### src/rtl/hotp_pkg.sv
`timescale 1ns / 1ps
// ----------------------------------------------------------------------------
// hotp_pkg
// Types and constants for the HMAC-SHA1 one-time password generator.
// ----------------------------------------------------------------------------
package hotp_pkg;

  localparam int unsigned KeyWords   = 8;
  localparam int unsigned CfgIdxW    = 4;
  localparam int unsigned CfgDataW   = 64;
  localparam int unsigned CounterW   = 64;
  localparam int unsigned CodeW      = 20;
  localparam int unsigned TruncW     = 31;
  localparam int unsigned BlockW     = 512;
  localparam int unsigned DigestW    = 160;

  // Quotient by one million: drop six bits (divide by 64), then multiply by
  // the rounded-up reciprocal of 15625 and shift; exact for 25-bit inputs
  localparam int unsigned QuoW       = 12;
  localparam int unsigned RecipInW   = 25;
  localparam int unsigned RecipW     = 26;
  localparam int unsigned ProdW      = RecipInW + RecipW;
  localparam int unsigned RecipShift = 39;
  localparam logic [RecipW-1:0] RECIP_15625 = 26'd35184373;

  localparam logic [7:0]  IPAD_BYTE   = 8'h36;
  localparam logic [7:0]  OPAD_BYTE   = 8'h5C;
  localparam logic [7:0]  OFFSET_MASK = 8'h0F;
  localparam logic [7:0]  TOP_MASK    = 8'h7F;
  localparam logic [TruncW-1:0] HOTP_MODULUS = 31'd1000000;

  // Message lengths in bits, pad block included.
  localparam logic [63:0] INNER_LEN_BITS = 64'd576;
  localparam logic [63:0] OUTER_LEN_BITS = 64'd672;

  localparam logic [DigestW-1:0] SHA1_IV =
    {32'h67452301, 32'hEFCDAB89, 32'h98BADCFE, 32'h10325476, 32'hC3D2E1F0};

  localparam logic [31:0] K_ROUND0 = 32'h5A827999;
  localparam logic [31:0] K_ROUND1 = 32'h6ED9EBA1;
  localparam logic [31:0] K_ROUND2 = 32'h8F1BBCDC;
  localparam logic [31:0] K_ROUND3 = 32'hCA62C1D6;

  // Which compression is running.
  localparam logic [1:0] BLK_IPAD  = 2'd0;
  localparam logic [1:0] BLK_INNER = 2'd1;
  localparam logic [1:0] BLK_OPAD  = 2'd2;
  localparam logic [1:0] BLK_OUTER = 2'd3;

  typedef enum logic [2:0] {
    ST_IDLE,
    ST_LOAD,
    ST_HASH,
    ST_TRUNC,
    ST_MOD,
    ST_MOD_WAIT,
    ST_OUT
  } hotp_state_e;

  // Handshake between sequencer and a shared unit.
  typedef struct packed {
    logic start;
  } unit_req_t;

  typedef struct packed {
    logic done;
  } unit_rsp_t;

endpackage

### src/rtl/hotp_if.sv
`timescale 1ns / 1ps
// ----------------------------------------------------------------------------
// hotp interfaces
// Counter input, code output and key write channels.
// ----------------------------------------------------------------------------
interface hotp_in_if import hotp_pkg::*; ();
  logic                valid;
  logic                ready;
  logic [CounterW-1:0] moving_counter;
  modport source (output valid, output moving_counter, input ready);
  modport sink   (input valid, input moving_counter, output ready);
endinterface

interface hotp_out_if import hotp_pkg::*; ();
  logic              valid;
  logic              ready;
  logic [CodeW-1:0]  otp_code;
  logic [TruncW-1:0] truncated_value;
  modport source (output valid, output otp_code, output truncated_value, input ready);
  modport sink   (input valid, input otp_code, input truncated_value, output ready);
endinterface

interface hotp_cfg_if import hotp_pkg::*; ();
  logic                valid;
  logic                ready;
  logic [CfgIdxW-1:0]  index;
  logic [CfgDataW-1:0] data;
  modport source (output valid, output index, output data, input ready);
  modport sink   (input valid, input index, input data, output ready);
endinterface

### src/rtl/hotp_sha1_core.sv
`timescale 1ns / 1ps
// ----------------------------------------------------------------------------
// hotp_sha1_core
// One SHA-1 compression, one round per cycle, rolling 16-word schedule.
// ----------------------------------------------------------------------------
module hotp_sha1_core import hotp_pkg::*; (
  input  logic               clk_i,
  input  logic               rst_ni,
  input  unit_req_t          req_i,
  input  logic [DigestW-1:0] chain_i,
  input  logic [BlockW-1:0]  block_i,
  output unit_rsp_t          rsp_o,
  output logic [DigestW-1:0] digest_o
);

  logic        busy_q, fin_q, done_q;
  logic [6:0]  rnd_q;
  logic [31:0] a_q, b_q, c_q, d_q, e_q;
  logic [31:0] h_q [5];
  logic [31:0] w_q [16];
  logic [31:0] f_rnd, k_rnd, t_rnd, w_new;

  // Round function and constant by round group
  always_comb begin
    if (rnd_q < 7'd20) begin
      f_rnd = (b_q & c_q) | (~b_q & d_q);
      k_rnd = K_ROUND0;
    end else if (rnd_q < 7'd40) begin
      f_rnd = b_q ^ c_q ^ d_q;
      k_rnd = K_ROUND1;
    end else if (rnd_q < 7'd60) begin
      f_rnd = (b_q & c_q) | (b_q & d_q) | (c_q & d_q);
      k_rnd = K_ROUND2;
    end else begin
      f_rnd = b_q ^ c_q ^ d_q;
      k_rnd = K_ROUND3;
    end
  end

  assign t_rnd = {a_q[26:0], a_q[31:27]} + f_rnd + e_q + k_rnd + w_q[0];
  assign w_new = {w_q[13][30:0] ^ w_q[8][30:0] ^ w_q[2][30:0] ^ w_q[0][30:0],
                  w_q[13][31] ^ w_q[8][31] ^ w_q[2][31] ^ w_q[0][31]};

  // Control: busy through 80 rounds, then one cycle of final add
  always_ff @(posedge clk_i or negedge rst_ni) begin
    if (!rst_ni) begin
      busy_q <= 1'b0;
      fin_q  <= 1'b0;
      done_q <= 1'b0;
      rnd_q  <= '0;
    end else begin
      done_q <= fin_q;
      fin_q  <= 1'b0;
      if (req_i.start && !busy_q) begin
        busy_q <= 1'b1;
        rnd_q  <= '0;
      end else if (busy_q) begin
        rnd_q <= rnd_q + 7'd1;
        if (rnd_q == 7'd79) begin
          busy_q <= 1'b0;
          fin_q  <= 1'b1;
        end
      end
    end
  end

  // Datapath: load, advance one round, fold into chaining value
  always_ff @(posedge clk_i) begin
    if (req_i.start && !busy_q) begin
      a_q <= chain_i[159:128];
      b_q <= chain_i[127:96];
      c_q <= chain_i[95:64];
      d_q <= chain_i[63:32];
      e_q <= chain_i[31:0];
      for (int i = 0; i < 5; i++) begin
        h_q[i] <= chain_i[DigestW-1-32*i -: 32];
      end
      for (int j = 0; j < 16; j++) begin
        w_q[j] <= block_i[BlockW-1-32*j -: 32];
      end
    end else if (busy_q) begin
      a_q <= t_rnd;
      b_q <= a_q;
      c_q <= {b_q[1:0], b_q[31:2]};
      d_q <= c_q;
      e_q <= d_q;
      for (int j = 0; j < 15; j++) begin
        w_q[j] <= w_q[j+1];
      end
      w_q[15] <= w_new;
    end else if (fin_q) begin
      h_q[0] <= h_q[0] + a_q;
      h_q[1] <= h_q[1] + b_q;
      h_q[2] <= h_q[2] + c_q;
      h_q[3] <= h_q[3] + d_q;
      h_q[4] <= h_q[4] + e_q;
    end
  end

  assign rsp_o.done = done_q;
  assign digest_o   = {h_q[0], h_q[1], h_q[2], h_q[3], h_q[4]};

endmodule

### src/rtl/hotp_mod_unit.sv
`timescale 1ns / 1ps
// ----------------------------------------------------------------------------
// hotp_mod_unit
// Remainder modulo one million by reciprocal multiplication, two steps.
// ----------------------------------------------------------------------------
module hotp_mod_unit import hotp_pkg::*; (
  input  logic              clk_i,
  input  logic              rst_ni,
  input  unit_req_t         req_i,
  input  logic [TruncW-1:0] value_i,
  output unit_rsp_t         rsp_o,
  output logic [CodeW-1:0]  rem_o
);

  logic              busy_q, step_q, done_q;
  logic [TruncW-1:0] val_q;
  logic [QuoW-1:0]   quo_q;
  logic [CodeW-1:0]  rem_q;
  logic [ProdW-1:0]  prod;
  logic [TruncW-1:0] quo_scaled;
  logic [TruncW-1:0] diff;

  // Quotient: value / 64 times the reciprocal of 15625
  assign prod = ProdW'(val_q[TruncW-1 -: RecipInW]) * ProdW'(RECIP_15625);

  // Remainder: value minus quotient times one million
  assign quo_scaled = TruncW'(quo_q) * HOTP_MODULUS;
  assign diff       = val_q - quo_scaled;

  always_ff @(posedge clk_i or negedge rst_ni) begin
    if (!rst_ni) begin
      busy_q <= 1'b0;
      step_q <= 1'b0;
      done_q <= 1'b0;
    end else begin
      done_q <= 1'b0;
      if (req_i.start && !busy_q) begin
        busy_q <= 1'b1;
        step_q <= 1'b0;
      end else if (busy_q) begin
        step_q <= 1'b1;
        if (step_q) begin
          busy_q <= 1'b0;
          done_q <= 1'b1;
        end
      end
    end
  end

  // Load the value, then the quotient, then the remainder
  always_ff @(posedge clk_i) begin
    if (req_i.start && !busy_q) begin
      val_q <= value_i;
    end else if (busy_q && !step_q) begin
      quo_q <= prod[RecipShift +: QuoW];
    end else if (busy_q && step_q) begin
      rem_q <= diff[CodeW-1:0];
    end
  end

  assign rsp_o.done = done_q;
  assign rem_o      = rem_q;

endmodule

### src/rtl/hotp_code_generator.sv
`timescale 1ns / 1ps
// Sequence: four SHA-1 compressions (load, 80 rounds, final add, done) on
//   one round unit, then truncation and a two-step remainder unit.
// Flow: one counter at a time; the next counter is taken only after the code
//   beat has been accepted on ready.
// Reset: async active low; clears the sequencer and key words to zero.
// ----------------------------------------------------------------------------
// hotp_code_generator
// HMAC-SHA1 over a 64-bit counter, dynamic truncation, six-digit code.
// ----------------------------------------------------------------------------
module hotp_code_generator import hotp_pkg::*; (
  input  logic       clk_i,
  input  logic       rst_ni,
  hotp_cfg_if.sink   cfg_i,
  hotp_in_if.sink    in_i,
  hotp_out_if.source out_o
);

  hotp_state_e         state_q, state_d;
  logic [1:0]          blk_q;
  logic [CounterW-1:0] ctr_q;
  logic [DigestW-1:0]  inner_q;
  logic [TruncW-1:0]   trunc_q;
  logic [CodeW-1:0]    code_q;
  logic [63:0]         key_q [KeyWords];

  logic [BlockW-1:0]   key_blk, blk_sel;
  logic [DigestW-1:0]  chain_sel, digest;
  logic [DigestW-1:0]  mac_shift;
  logic [31:0]         trunc_sel;
  logic [31:0]         trunc_msk;
  logic [CodeW-1:0]    rem;
  unit_req_t           sha_req, mod_req;
  unit_rsp_t           sha_rsp, mod_rsp;
  logic                in_fire;

  // Key words; writes beyond the list drop
  assign cfg_i.ready = 1'b1;
  always_ff @(posedge clk_i or negedge rst_ni) begin
    if (!rst_ni) begin
      for (int i = 0; i < KeyWords; i++) begin
        key_q[i] <= '0;
      end
    end else if (cfg_i.valid && !cfg_i.index[CfgIdxW-1]) begin
      key_q[cfg_i.index[CfgIdxW-2:0]] <= cfg_i.data;
    end
  end

  assign key_blk = {key_q[0], key_q[1], key_q[2], key_q[3],
                    key_q[4], key_q[5], key_q[6], key_q[7]};

  // Select block and chaining value for the current compression
  always_comb begin
    case (blk_q)
      BLK_IPAD: begin
        blk_sel   = key_blk ^ {64{IPAD_BYTE}};
        chain_sel = SHA1_IV;
      end
      BLK_INNER: begin
        blk_sel   = {ctr_q, 8'h80, 376'd0, INNER_LEN_BITS};
        chain_sel = digest;
      end
      BLK_OPAD: begin
        blk_sel   = key_blk ^ {64{OPAD_BYTE}};
        chain_sel = SHA1_IV;
      end
      default: begin
        blk_sel   = {inner_q, 8'h80, 280'd0, OUTER_LEN_BITS};
        chain_sel = digest;
      end
    endcase
  end

  hotp_sha1_core u_sha1 (
    .clk_i    (clk_i),
    .rst_ni   (rst_ni),
    .req_i    (sha_req),
    .chain_i  (chain_sel),
    .block_i  (blk_sel),
    .rsp_o    (sha_rsp),
    .digest_o (digest)
  );

  // Dynamic truncation: four bytes at the offset in the last nibble
  assign mac_shift = digest << {(digest[7:0] & OFFSET_MASK), 3'b000};
  assign trunc_sel = mac_shift[DigestW-1 -: 32];
  assign trunc_msk = {trunc_sel[31:24] & TOP_MASK, trunc_sel[23:0]};

  hotp_mod_unit u_mod (
    .clk_i   (clk_i),
    .rst_ni  (rst_ni),
    .req_i   (mod_req),
    .value_i (trunc_q),
    .rsp_o   (mod_rsp),
    .rem_o   (rem)
  );

  assign in_fire = in_i.valid && in_i.ready;

  // Next state
  always_comb begin
    state_d = state_q;
    case (state_q)
      ST_IDLE:     if (in_i.valid) state_d = ST_LOAD;
      ST_LOAD:     state_d = ST_HASH;
      ST_HASH: begin
        if (sha_rsp.done) state_d = (blk_q == BLK_OUTER) ? ST_TRUNC : ST_LOAD;
      end
      ST_TRUNC:    state_d = ST_MOD;
      ST_MOD:      state_d = ST_MOD_WAIT;
      ST_MOD_WAIT: if (mod_rsp.done) state_d = ST_OUT;
      ST_OUT:      if (out_o.ready) state_d = ST_IDLE;
      default:     state_d = ST_IDLE;
    endcase
  end

  // Outputs of the sequencer
  always_comb begin
    in_i.ready    = (state_q == ST_IDLE);
    sha_req.start = (state_q == ST_LOAD);
    mod_req.start = (state_q == ST_MOD);
    out_o.valid   = (state_q == ST_OUT);
  end

  always_ff @(posedge clk_i or negedge rst_ni) begin
    if (!rst_ni) begin
      state_q <= ST_IDLE;
      blk_q   <= BLK_IPAD;
    end else begin
      state_q <= state_d;
      if (in_fire) begin
        blk_q <= BLK_IPAD;
      end else if (state_q == ST_HASH && sha_rsp.done) begin
        blk_q <= blk_q + 2'd1;
      end
    end
  end

  // Payload: hold counter, inner digest, truncated value and code
  always_ff @(posedge clk_i) begin
    if (in_fire) begin
      ctr_q <= in_i.moving_counter;
    end
    if (state_q == ST_HASH && sha_rsp.done && blk_q == BLK_INNER) begin
      inner_q <= digest;
    end
    if (state_q == ST_TRUNC) begin
      trunc_q <= trunc_msk[TruncW-1:0];
    end
    if (state_q == ST_MOD_WAIT && mod_rsp.done) begin
      code_q <= rem;
    end
  end

  assign out_o.otp_code        = code_q;
  assign out_o.truncated_value = trunc_q;

endmodule

### src/flat_wrapper.sv
// flat-port wrapper written by rule: the top's interface ports become plain ports
module hotp_code_generator_flat import hotp_pkg::*;
  (clk_i, rst_ni, cfg_i_valid, cfg_i_index, cfg_i_data, cfg_i_ready, in_i_valid, in_i_moving_counter, in_i_ready, out_o_valid, out_o_otp_code, out_o_truncated_value, out_o_ready);
  hotp_cfg_if cfg_i_i ();
  hotp_in_if in_i_i ();
  hotp_out_if out_o_i ();
  input  logic clk_i;
  input  logic rst_ni;
  input wire logic [$bits(cfg_i_i.valid)-1:0] cfg_i_valid;
  input wire logic [$bits(cfg_i_i.index)-1:0] cfg_i_index;
  input wire logic [$bits(cfg_i_i.data)-1:0] cfg_i_data;
  output wire logic [$bits(cfg_i_i.ready)-1:0] cfg_i_ready;
  input wire logic [$bits(in_i_i.valid)-1:0] in_i_valid;
  input wire logic [$bits(in_i_i.moving_counter)-1:0] in_i_moving_counter;
  output wire logic [$bits(in_i_i.ready)-1:0] in_i_ready;
  output wire logic [$bits(out_o_i.valid)-1:0] out_o_valid;
  output wire logic [$bits(out_o_i.otp_code)-1:0] out_o_otp_code;
  output wire logic [$bits(out_o_i.truncated_value)-1:0] out_o_truncated_value;
  input wire logic [$bits(out_o_i.ready)-1:0] out_o_ready;
  assign cfg_i_i.valid = cfg_i_valid;
  assign cfg_i_i.index = cfg_i_index;
  assign cfg_i_i.data = cfg_i_data;
  assign cfg_i_ready = cfg_i_i.ready;
  assign in_i_i.valid = in_i_valid;
  assign in_i_i.moving_counter = in_i_moving_counter;
  assign in_i_ready = in_i_i.ready;
  assign out_o_valid = out_o_i.valid;
  assign out_o_otp_code = out_o_i.otp_code;
  assign out_o_truncated_value = out_o_i.truncated_value;
  assign out_o_i.ready = out_o_ready;
  hotp_code_generator u_core (.clk_i(clk_i), .rst_ni(rst_ni), .cfg_i(cfg_i_i), .in_i(in_i_i), .out_o(out_o_i));
endmodule
### config.mk
export PLATFORM = sky130hd
export DESIGN_NAME = hotp_code_generator_flat
export DESIGN_NICKNAME = d
export VERILOG_FILES = /design/src/rtl/hotp_pkg.sv /design/src/rtl/hotp_if.sv /design/src/rtl/hotp_sha1_core.sv /design/src/rtl/hotp_mod_unit.sv /design/src/rtl/hotp_code_generator.sv /design/src/flat_wrapper.sv
export SDC_FILE = /design/constraint.sdc
export NUM_CORES = 2
export LEC_CHECK = 0
export ABC_AREA = 0
export BUFFER_PORTS_ARGS = -buffer_cell sky130_fd_sc_hd__buf_4
export CORE_MARGIN = 2
export CORE_UTILIZATION = 50
export CTS_BUF_LIST = sky130_fd_sc_hd__clkbuf_4 sky130_fd_sc_hd__clkbuf_8 sky130_fd_sc_hd__clkbuf_16
export DETAILED_ROUTE_END_ITERATION = 7
export MAX_ROUTING_LAYER = met4
export PLACE_DENSITY = 0.66
export SYNTH_ARGS = -nofsm -noshare
export SYNTH_HDL_FRONTEND = slang
export SYNTH_SLANG_ARGS = --single-unit
### constraint.sdc
create_clock -name clk_i -period 21 [get_ports clk_i]
set_clock_uncertainty 0.1 [all_clocks]
set_input_delay 3.15 -clock clk_i [delete_from_list [all_inputs] [get_ports clk_i]]
set_output_delay 3.15 -clock clk_i [all_outputs]
set_load 0.01 [all_outputs]
==> After elaboration in Yosys (flattened, before gate mapping) <==
Memories as Yosys holds them, arrays and structs flattened.
Index checks and enable logic that the tools add are counted.
{ "word_totals": {"regBits": 1028, "latch_bits": 0, "ram_bits": 672, "romBits": 0, "out_inout_bits": 54, "word_cells": 205, "n_memories": 2} }
{ "op_classes": {"add_sub_neg": 12, "n_mul": 2, "div_mod_pow": 0, "order_cmp": 5, "n_eq_ne": 14, "n_shift": 1, "n_mux": 75, "n_bitwise": 42, "reduce_logical": 23} }
{ "mem_list": {"columns": ["name", "words", "word_bits", "rd", "rd_ports_with_merged_regs", "wr", "line", "source"], "rows": [
  ["u_core.u_sha1.w_q", 16, 32, 16, 0, 16, "hotp_sha1_core.sv:20", "logic [31:0] w_q [16];"],
  ["u_core.u_sha1.h_q", 5, 32, 5, 0, 5, "hotp_sha1_core.sv:19", "logic [31:0] h_q [5];"]
]} }
{ "ops": {"columns": ["cell", "n"], "rows": [
  ["512-bit one-hot mux with 3 select lines", 1],
  ["32-bit 2-to-1 mux", 36],
  ["512-bit bitwise mux", 1],
  ["256-bit inverter", 2],
  ["32-bit adder", 9],
  ["64-bit demux with 3-bit select", 1],
  ["160-bit 2-to-1 mux", 1],
  ["160-bit by 7-bit left shift with 159-bit output", 1],
  ["32-bit AND", 4],
  ["32-bit bitwise OR", 3],
  ["31-bit bitwise XOR", 3],
  ["64-bit 2-to-1 mux", 1],
  ["32-bit bitwise XOR", 2],
  ["25-bit by 26-bit multiplier with 51-bit output, second input constant", 1],
  ["32-bit inverter", 1],
  ["31-bit 2-to-1 mux", 1],
  ["1-bit 2-to-1 mux", 23],
  ["1-bit bitwise OR", 21],
  ["3-bit one-hot mux with 7 select lines", 1],
  ["20-bit subtractor", 1],
  ["7-bit by 6-bit less-than comparator with 1-bit output, second input constant", 2],
  ["12-bit by 14-bit multiplier with 14-bit output, second input constant", 1],
  ["7-bit 2-to-1 mux", 2],
  ["3-bit 2-to-1 mux", 4],
  ["other kinds (26)", 51]
]} }

==> Longest topological paths before layout <==
{ "logic_depth": {"ltp_word": 12, "ltp_mapped": 27, "ltp_nobuf": 26} }

==> Hierarchy <==
Synthesis repeated with hierarchy kept, for this count alone.
{ "unflattened": {"cells_unflattened": 8599, "area_unflattened_um2": 100898.0} }
{ "by_module_without_submodules": {"columns": ["mod", "instances", "cells_per_inst", "area_each_um2", "seq_area_each_um2"], "rows": [
  ["hotp_sha1_core", 1, 4503, 49190.9, 25234.2],
  ["hotp_code_generator", 1, 2804, 38000.2, 21195.3],
  ["hotp_mod_unit", 1, 1292, 13706.9, 1966.9]
]} }

==> Least setup slack after synthesis <==
OpenSTA, ideal clock, no wires.
{ "synth_timing": {"path_type": "register -> register", "start": "register u_core.state_q[0]", "end": "register u_core.u_sha1.a_q[0], enable pin", "setup_ps": 1013, "arrival_ps": 13974, "slack_ps": 5914, "stages_incl_launch_ff": 6, "period_less_slack_ps": 15086, "cell_sequence": "dfrtp_1 clkbuf_1 nand2b_1 nor2_1 nor2_1 inv_1"} }
{ "synth_between": {"elab_chain_len": 3} }
{ "synth_lines": {"columns": ["element", "line", "source"], "rows": [
  ["start: declaration", "hotp_code_generator.sv:19", "hotp_state_e state_q, state_d;"],
  ["start signal: assignment", "hotp_code_generator.sv:130", "state_q <= state_d;"],
  ["3-bit by 1-bit equality test with 1-bit output", "hotp_code_generator.sv:120", "sha_req.start = (state_q == ST_LOAD);"],
  ["1-bit logical AND", "hotp_sha1_core.sv:69", "if (req_i.start && !busy_q) begin"],
  ["2-bit nonzero test (no line)", null, null],
  ["end signal: assignment", "hotp_sha1_core.sv:70", "a_q <= chain_i[159:128];"],
  ["end signal: assignment", "hotp_sha1_core.sv:82", "a_q <= t_rnd;"],
  ["end: declaration", "hotp_sha1_core.sv:18", "logic [31:0] a_q, b_q, c_q, d_q, e_q;"]
]} }
No other way between the ends.
A chain may end at the register's enable or synchronous reset.

==> Final worst setup path <==
{ "layout_timing": {"start": "register u_core.u_sha1.rnd_q[2]", "end": "register u_core.u_sha1.a_q[22] (data pin)"} }
{ "layout_between": {"elab_chain_len": 10, "elab_cells_between_ends": 15, "classes_between": "4 x add/sub; 3 x order compare; 8 x mux"} }
{ "layout_lines": {"columns": ["element", "line", "source"], "rows": [
  ["start: declaration", "hotp_sha1_core.sv:17", "logic [6:0] rnd_q;"],
  ["start signal: assignment", "hotp_sha1_core.sv:58", "rnd_q <= rnd_q + 7'd1;"],
  ["7-bit by 6-bit less-than comparator with 1-bit output", "hotp_sha1_core.sv:31", "end else if (rnd_q < 7'd60) begin"],
  ["32-bit 2-to-1 mux", "hotp_sha1_core.sv:31", null],
  ["32-bit 2-to-1 mux", "hotp_sha1_core.sv:28", "end else if (rnd_q < 7'd40) begin"],
  ["32-bit 2-to-1 mux", "hotp_sha1_core.sv:25", "if (rnd_q < 7'd20) begin"],
  ["32-bit adder (2 in a row)", "hotp_sha1_core.sv:40", "assign t_rnd = {a_q[26:0], a_q[31:27]} + f_rnd + e_q + k_rnd + w_q[0];"],
  ["32-bit adder (*) (2 in a row)", "hotp_sha1_core.sv:40", null],
  ["32-bit 2-to-1 mux (*)", "hotp_sha1_core.sv:81", "end else if (busy_q) begin"],
  ["32-bit 2-to-1 mux (*)", "hotp_sha1_core.sv:69", null]
]} }
Every way passes the cells marked *; elsewhere a longest branch is shown, timed or not. The select of a mux whose other input is x is not followed.

==> metrics.txt <==
# TYPE chip_impl_metric gauge
chip_impl_metric{name="syn-instance-count",unit=""} 8023
chip_impl_metric{name="worst_hold_slack",unit="ps"} 310
chip_impl_metric{name="cts_setup_buffers",unit=""} 0
chip_impl_metric{name="clkTransAtPathRegs",unit="ps"} 60
chip_impl_info{name="timing_worst_setup_path_type",value="reg2reg"} 1
chip_impl_info{name="run_status",value="finished, final reports clean"} 1
chip_impl_metric{name="global_route.usage.total",unit="%"} 35.3
chip_impl_metric{name="transition_time_at_the_pin_with_the_least_slew_margin",unit="ps"} 1440
chip_impl_metric{name="synth-xor-area-share",unit="%"} 2.55
chip_impl_metric{name="part_of_the_cycle_the_worst_path_needs",unit="%"} 35.9
chip_impl_metric{name="num-nets-final",unit=""} 9045
chip_impl_metric{name="synth_compound_gate_area_share",unit="%"} 10.3
chip_impl_metric{name="synth_fa_ha_area_share",unit="%"} 13.8
chip_impl_metric{name="detail_route.iter0.violations",unit=""} 7744
chip_impl_metric{name="syn-mean-instance-area",unit="um^2"} 12.1
chip_impl_metric{name="insertion_delay",unit="ps"} 890
chip_impl_metric{name="ios",unit=""} 191
chip_impl_metric{name="detailedPlacementHpwl",unit="um"} 246000
chip_impl_metric{name="synth_fp_nets",unit=""} 9008
chip_impl_metric{name="fillers",unit=""} 16056
chip_impl_metric{name="timing.critical_path.arrival",unit="ps"} 8000
chip_impl_metric{name="mux_contribution_to_synthesized_area",unit="%"} 12.4
chip_impl_metric{name="ff2ff_setup_slack",unit="ps"} 13450
chip_impl_info{name="hold_class",value="reg2reg"} 1
chip_impl_metric{name="wire_length_of_the_first_global_routing_pass",unit="um"} 485000
chip_impl_metric{name="postRouteWirelength",unit="um"} 341000
chip_impl_metric{name="first_global_vias",unit=""} 65759
chip_impl_metric{name="total_via_count_in_the_routed_design",unit=""} 67751
chip_impl_metric{name="initial_antenna_violation_count",unit=""} 27
chip_impl_metric{name="h_tree_level_count",unit=""} 4
chip_impl_metric{name="crit_path_time_final",unit="ps"} 7550
chip_impl_metric{name="buffer_ports.inserted",unit=""} 189
chip_impl_metric{name="postSynthRegisterBits",unit=""} 1700
chip_impl_info{name="cp_capture_type",value="flip-flop"} 1
chip_impl_metric{name="slew_violations",unit=""} 0
chip_impl_metric{name="seq_total_area_yosys",unit="%"} 50.1
chip_impl_metric{name="tritoncts.num_buffers",unit=""} 181
chip_impl_metric{name="overflow",unit=""} 0
chip_impl_metric{name="fp.dieH",unit="um"} 444
chip_impl_metric{name="ys_types",unit=""} 88
chip_impl_metric{name="setup-tns-final",unit="ps"} 0
chip_impl_info{name="timing.critical_path.from_type",value="flip-flop"} 1
chip_impl_metric{name="max_clock_freq",unit="GHz"} 0.133
chip_impl_metric{name="remaining_drc_errors",unit=""} 0
chip_impl_metric{name="cp.required",unit="ps"} 21450
chip_impl_info{name="cts_tree",value="done"} 1
chip_impl_metric{name="starting_density",unit="%"} 50.3
chip_impl_metric{name="fp.coreArea",unit="mm^2"} 0.192
chip_impl_info{name="synth_top_family_by_area",value="adder cells"} 1
chip_impl_metric{name="async_flop_share",unit="%"} 31.2
chip_impl_metric{name="setup_viol",unit=""} 0
chip_impl_metric{name="number_of_iterations_in_the_first_detailed_routing_pass",unit=""} 6
chip_impl_metric{name="layout-area-overhead-vs-synth",unit="%"} 10.6
chip_impl_metric{name="cts_hold_repair.buffers",unit=""} 0
chip_impl_metric{name="cap_violations",unit=""} 0
chip_impl_metric{name="vias_per_cell",unit=""} 6.29
chip_impl_metric{name="die-area",unit="mm^2"} 0.197
chip_impl_metric{name="count_of_instances_resized_after_the_clock_tree_is_built",unit=""} 0
chip_impl_metric{name="crit_fanout",unit=""} 22
chip_impl_metric{name="count_of_flip_flops_with_a_built_in_enable_after_synthesis",unit=""} 1170
chip_impl_metric{name="floorplan.die.width",unit="um"} 444
chip_impl_metric{name="timing.final.hold_violations",unit=""} 0
chip_impl_metric{name="wire_per_inst",unit="um"} 31.6
chip_impl_metric{name="clock_tree.buffer_depth",unit=""} 3
chip_impl_metric{name="final_antenna_net_count",unit=""} 0
chip_impl_metric{name="fraction_of_layout_instances_using_a_drive_strength_above_1",unit="%"} 16.3
chip_impl_info{name="root_buffer",value="clkbuf_16"} 1
chip_impl_metric{name="ys.warnings.count",unit=""} 0
chip_impl_info{name="grt_setup_unrepaired",value="no"} 1
chip_impl_metric{name="gp_congestion",unit=""} 1.03
chip_impl_metric{name="synth_simple_gate_area_share",unit="%"} 6.85
chip_impl_metric{name="row_count",unit=""} 161
chip_impl_info{name="dominantRegCellSynth",value="edfxtp_1"} 1
chip_impl_metric{name="grt_max_degree",unit=""} 210
chip_impl_metric{name="netlist_area",unit="mm^2"} 0.0967
chip_impl_metric{name="cts_num_sinks",unit=""} 1700
chip_impl_metric{name="maxSlewHeadroom",unit="%"} 4.11
==> registers in the layout, summed over array words and instances, names as in the netlist, 64 cells and up <==
name	count
u_core.key_blk	512
u_core.u_sha1.w_q	512
u_core.u_sha1.h_q	160
u_core.inner_q	160
u_core.ctr_q	64
==> metal layers <==
metal,wire length (um),up-vias,GRT usage [%]
met4,17900,0,15.4
li1,-,29026,-
met1,138000,34919,47.2
met5,0,-,-
met2,156000,3211,53.6
met3,28000,595,5.66
==> layout by cell type, fill, tap and decap left out, types with 182 or more instances in the layout <==
cell type / count
edfxtp_1: 1170
nand2_1: 747
o21ai_0: 656
inv_1: 592
dfrtp_1: 528
mux2_2: 523
ha_1: 482
a21oi_1: 421
fa_1: 362
nor2_1: 344
mux2i_1: 314
buf_4: 283
xnor2_1: 199
clkbuf_16: 182
==> cell usage after synthesis, types with 9 or more instances <==
cell type	count	area, um^2
a211oi_1	31	233
nand3_1	180	901
and3_1	22	138
ha_1	486	6080
o21bai_1	22	165
nor3_1	69	345
inv_1	593	2230
o22ai_1	60	375
a21o_1	96	721
a221o_1	17	170
o221ai_1	22	193
or2_2	12	75.1
o31ai_1	18	135
buf_1	48	180
o21a_1	34	255
o21ai_1	12	60.1
or3_1	19	119
a221oi_1	43	377
a31o_2	9	78.8
a22oi_1	24	180
fa_1	362	7250
mux4_2	131	2950
a21boi_0	16	120
o221a_2	17	191
mux2i_1	314	3140
dfrtp_1	530	13300
nand4_1	24	150
mux2_2	523	5890
nor3b_1	12	90.1
nand2b_1	39	244
clkbuf_1	376	1410
a21oi_1	421	2110
edfxtp_1	1170	35100
nor2_1	351	1320
a22o_1	43	377
o21ai_0	656	3280
xor2_1	83	727
a31oi_1	32	200
nand2_1	752	2820
o211ai_1	21	158
nor2b_1	27	169
xnor2_1	199	1740
==> cell families after synthesis <==
kind of cell    after synthesis
other cells                   1
fa+ha+maj                   848
flops                      1700
mux                         968
xor+xnor                    282
simple gates               1541
buf+inv                    1030
compound gates             1653
==> worst max-delay path: stages, from the launching register on <==
cell and delay (ps):
dfrtp_1 440, o21ai_0 220, nor2b_1 210, nand2_1 480, nand2_1 190, buf_4 390, inv_1 410, a221o_1 420
fa_1 460, fa_1 550, fa_1 440, ha_1 290, a21o_1 170, a21oi_1 350, o21ai_0 200, a21oi_1 290
nor2_1 150, a211oi_1 800, o21bai_1 260, a21o_1 230, nand4_1 80, nand3_1 100
==> cell type report <==
class	count	area [um^2]	area share, %
inverter	595	2240	2.10
sequential	1700	48400	45.3
antenna	23	57.6	0.0538
tap	2526	3160	2.96
multi-input combinational	5293	44600	41.7
clock buffer	249	5210	4.87
clock inverter	91	1050	0.982
timing repair buffer	289	2240	2.09
==> final timing paths <==
check | from | depth (start not counted) | end
max | u_core.u_sha1.rnd_q[2] | 21 | u_core.u_sha1.a_q[22]
min | u_core.u_mod.val_q[1] | 0 | u_core.u_mod.rem_o[1]
max reg2reg | u_core.u_sha1.rnd_q[2] | 21 | u_core.u_sha1.a_q[22]
min reg2reg | u_core.u_mod.val_q[1] | 0 | u_core.u_mod.rem_o[1]
max in group asynchronous | rst_ni | 3 | u_core.u_sha1.rnd_q[4]
min in group asynchronous | rst_ni | 1 | u_core.key_blk[149]
==> metrics by stage <==
step	setup slack, ps	util [%]	instance area [um^2]	instances
finish	13450	55.6	107000	10766
CTS	13640	55.6	107000	10743
detailed placement	13640	52.3	101000	10403
floorplan	5910	-	96700	8023
global placement	13750	52.3	101000	10403
global route	13200	55.6	107000	10758
Power is left out: the tool's default activity adds up to more than one toggle a clock period on the data nets, which glitch-free logic cannot reach.
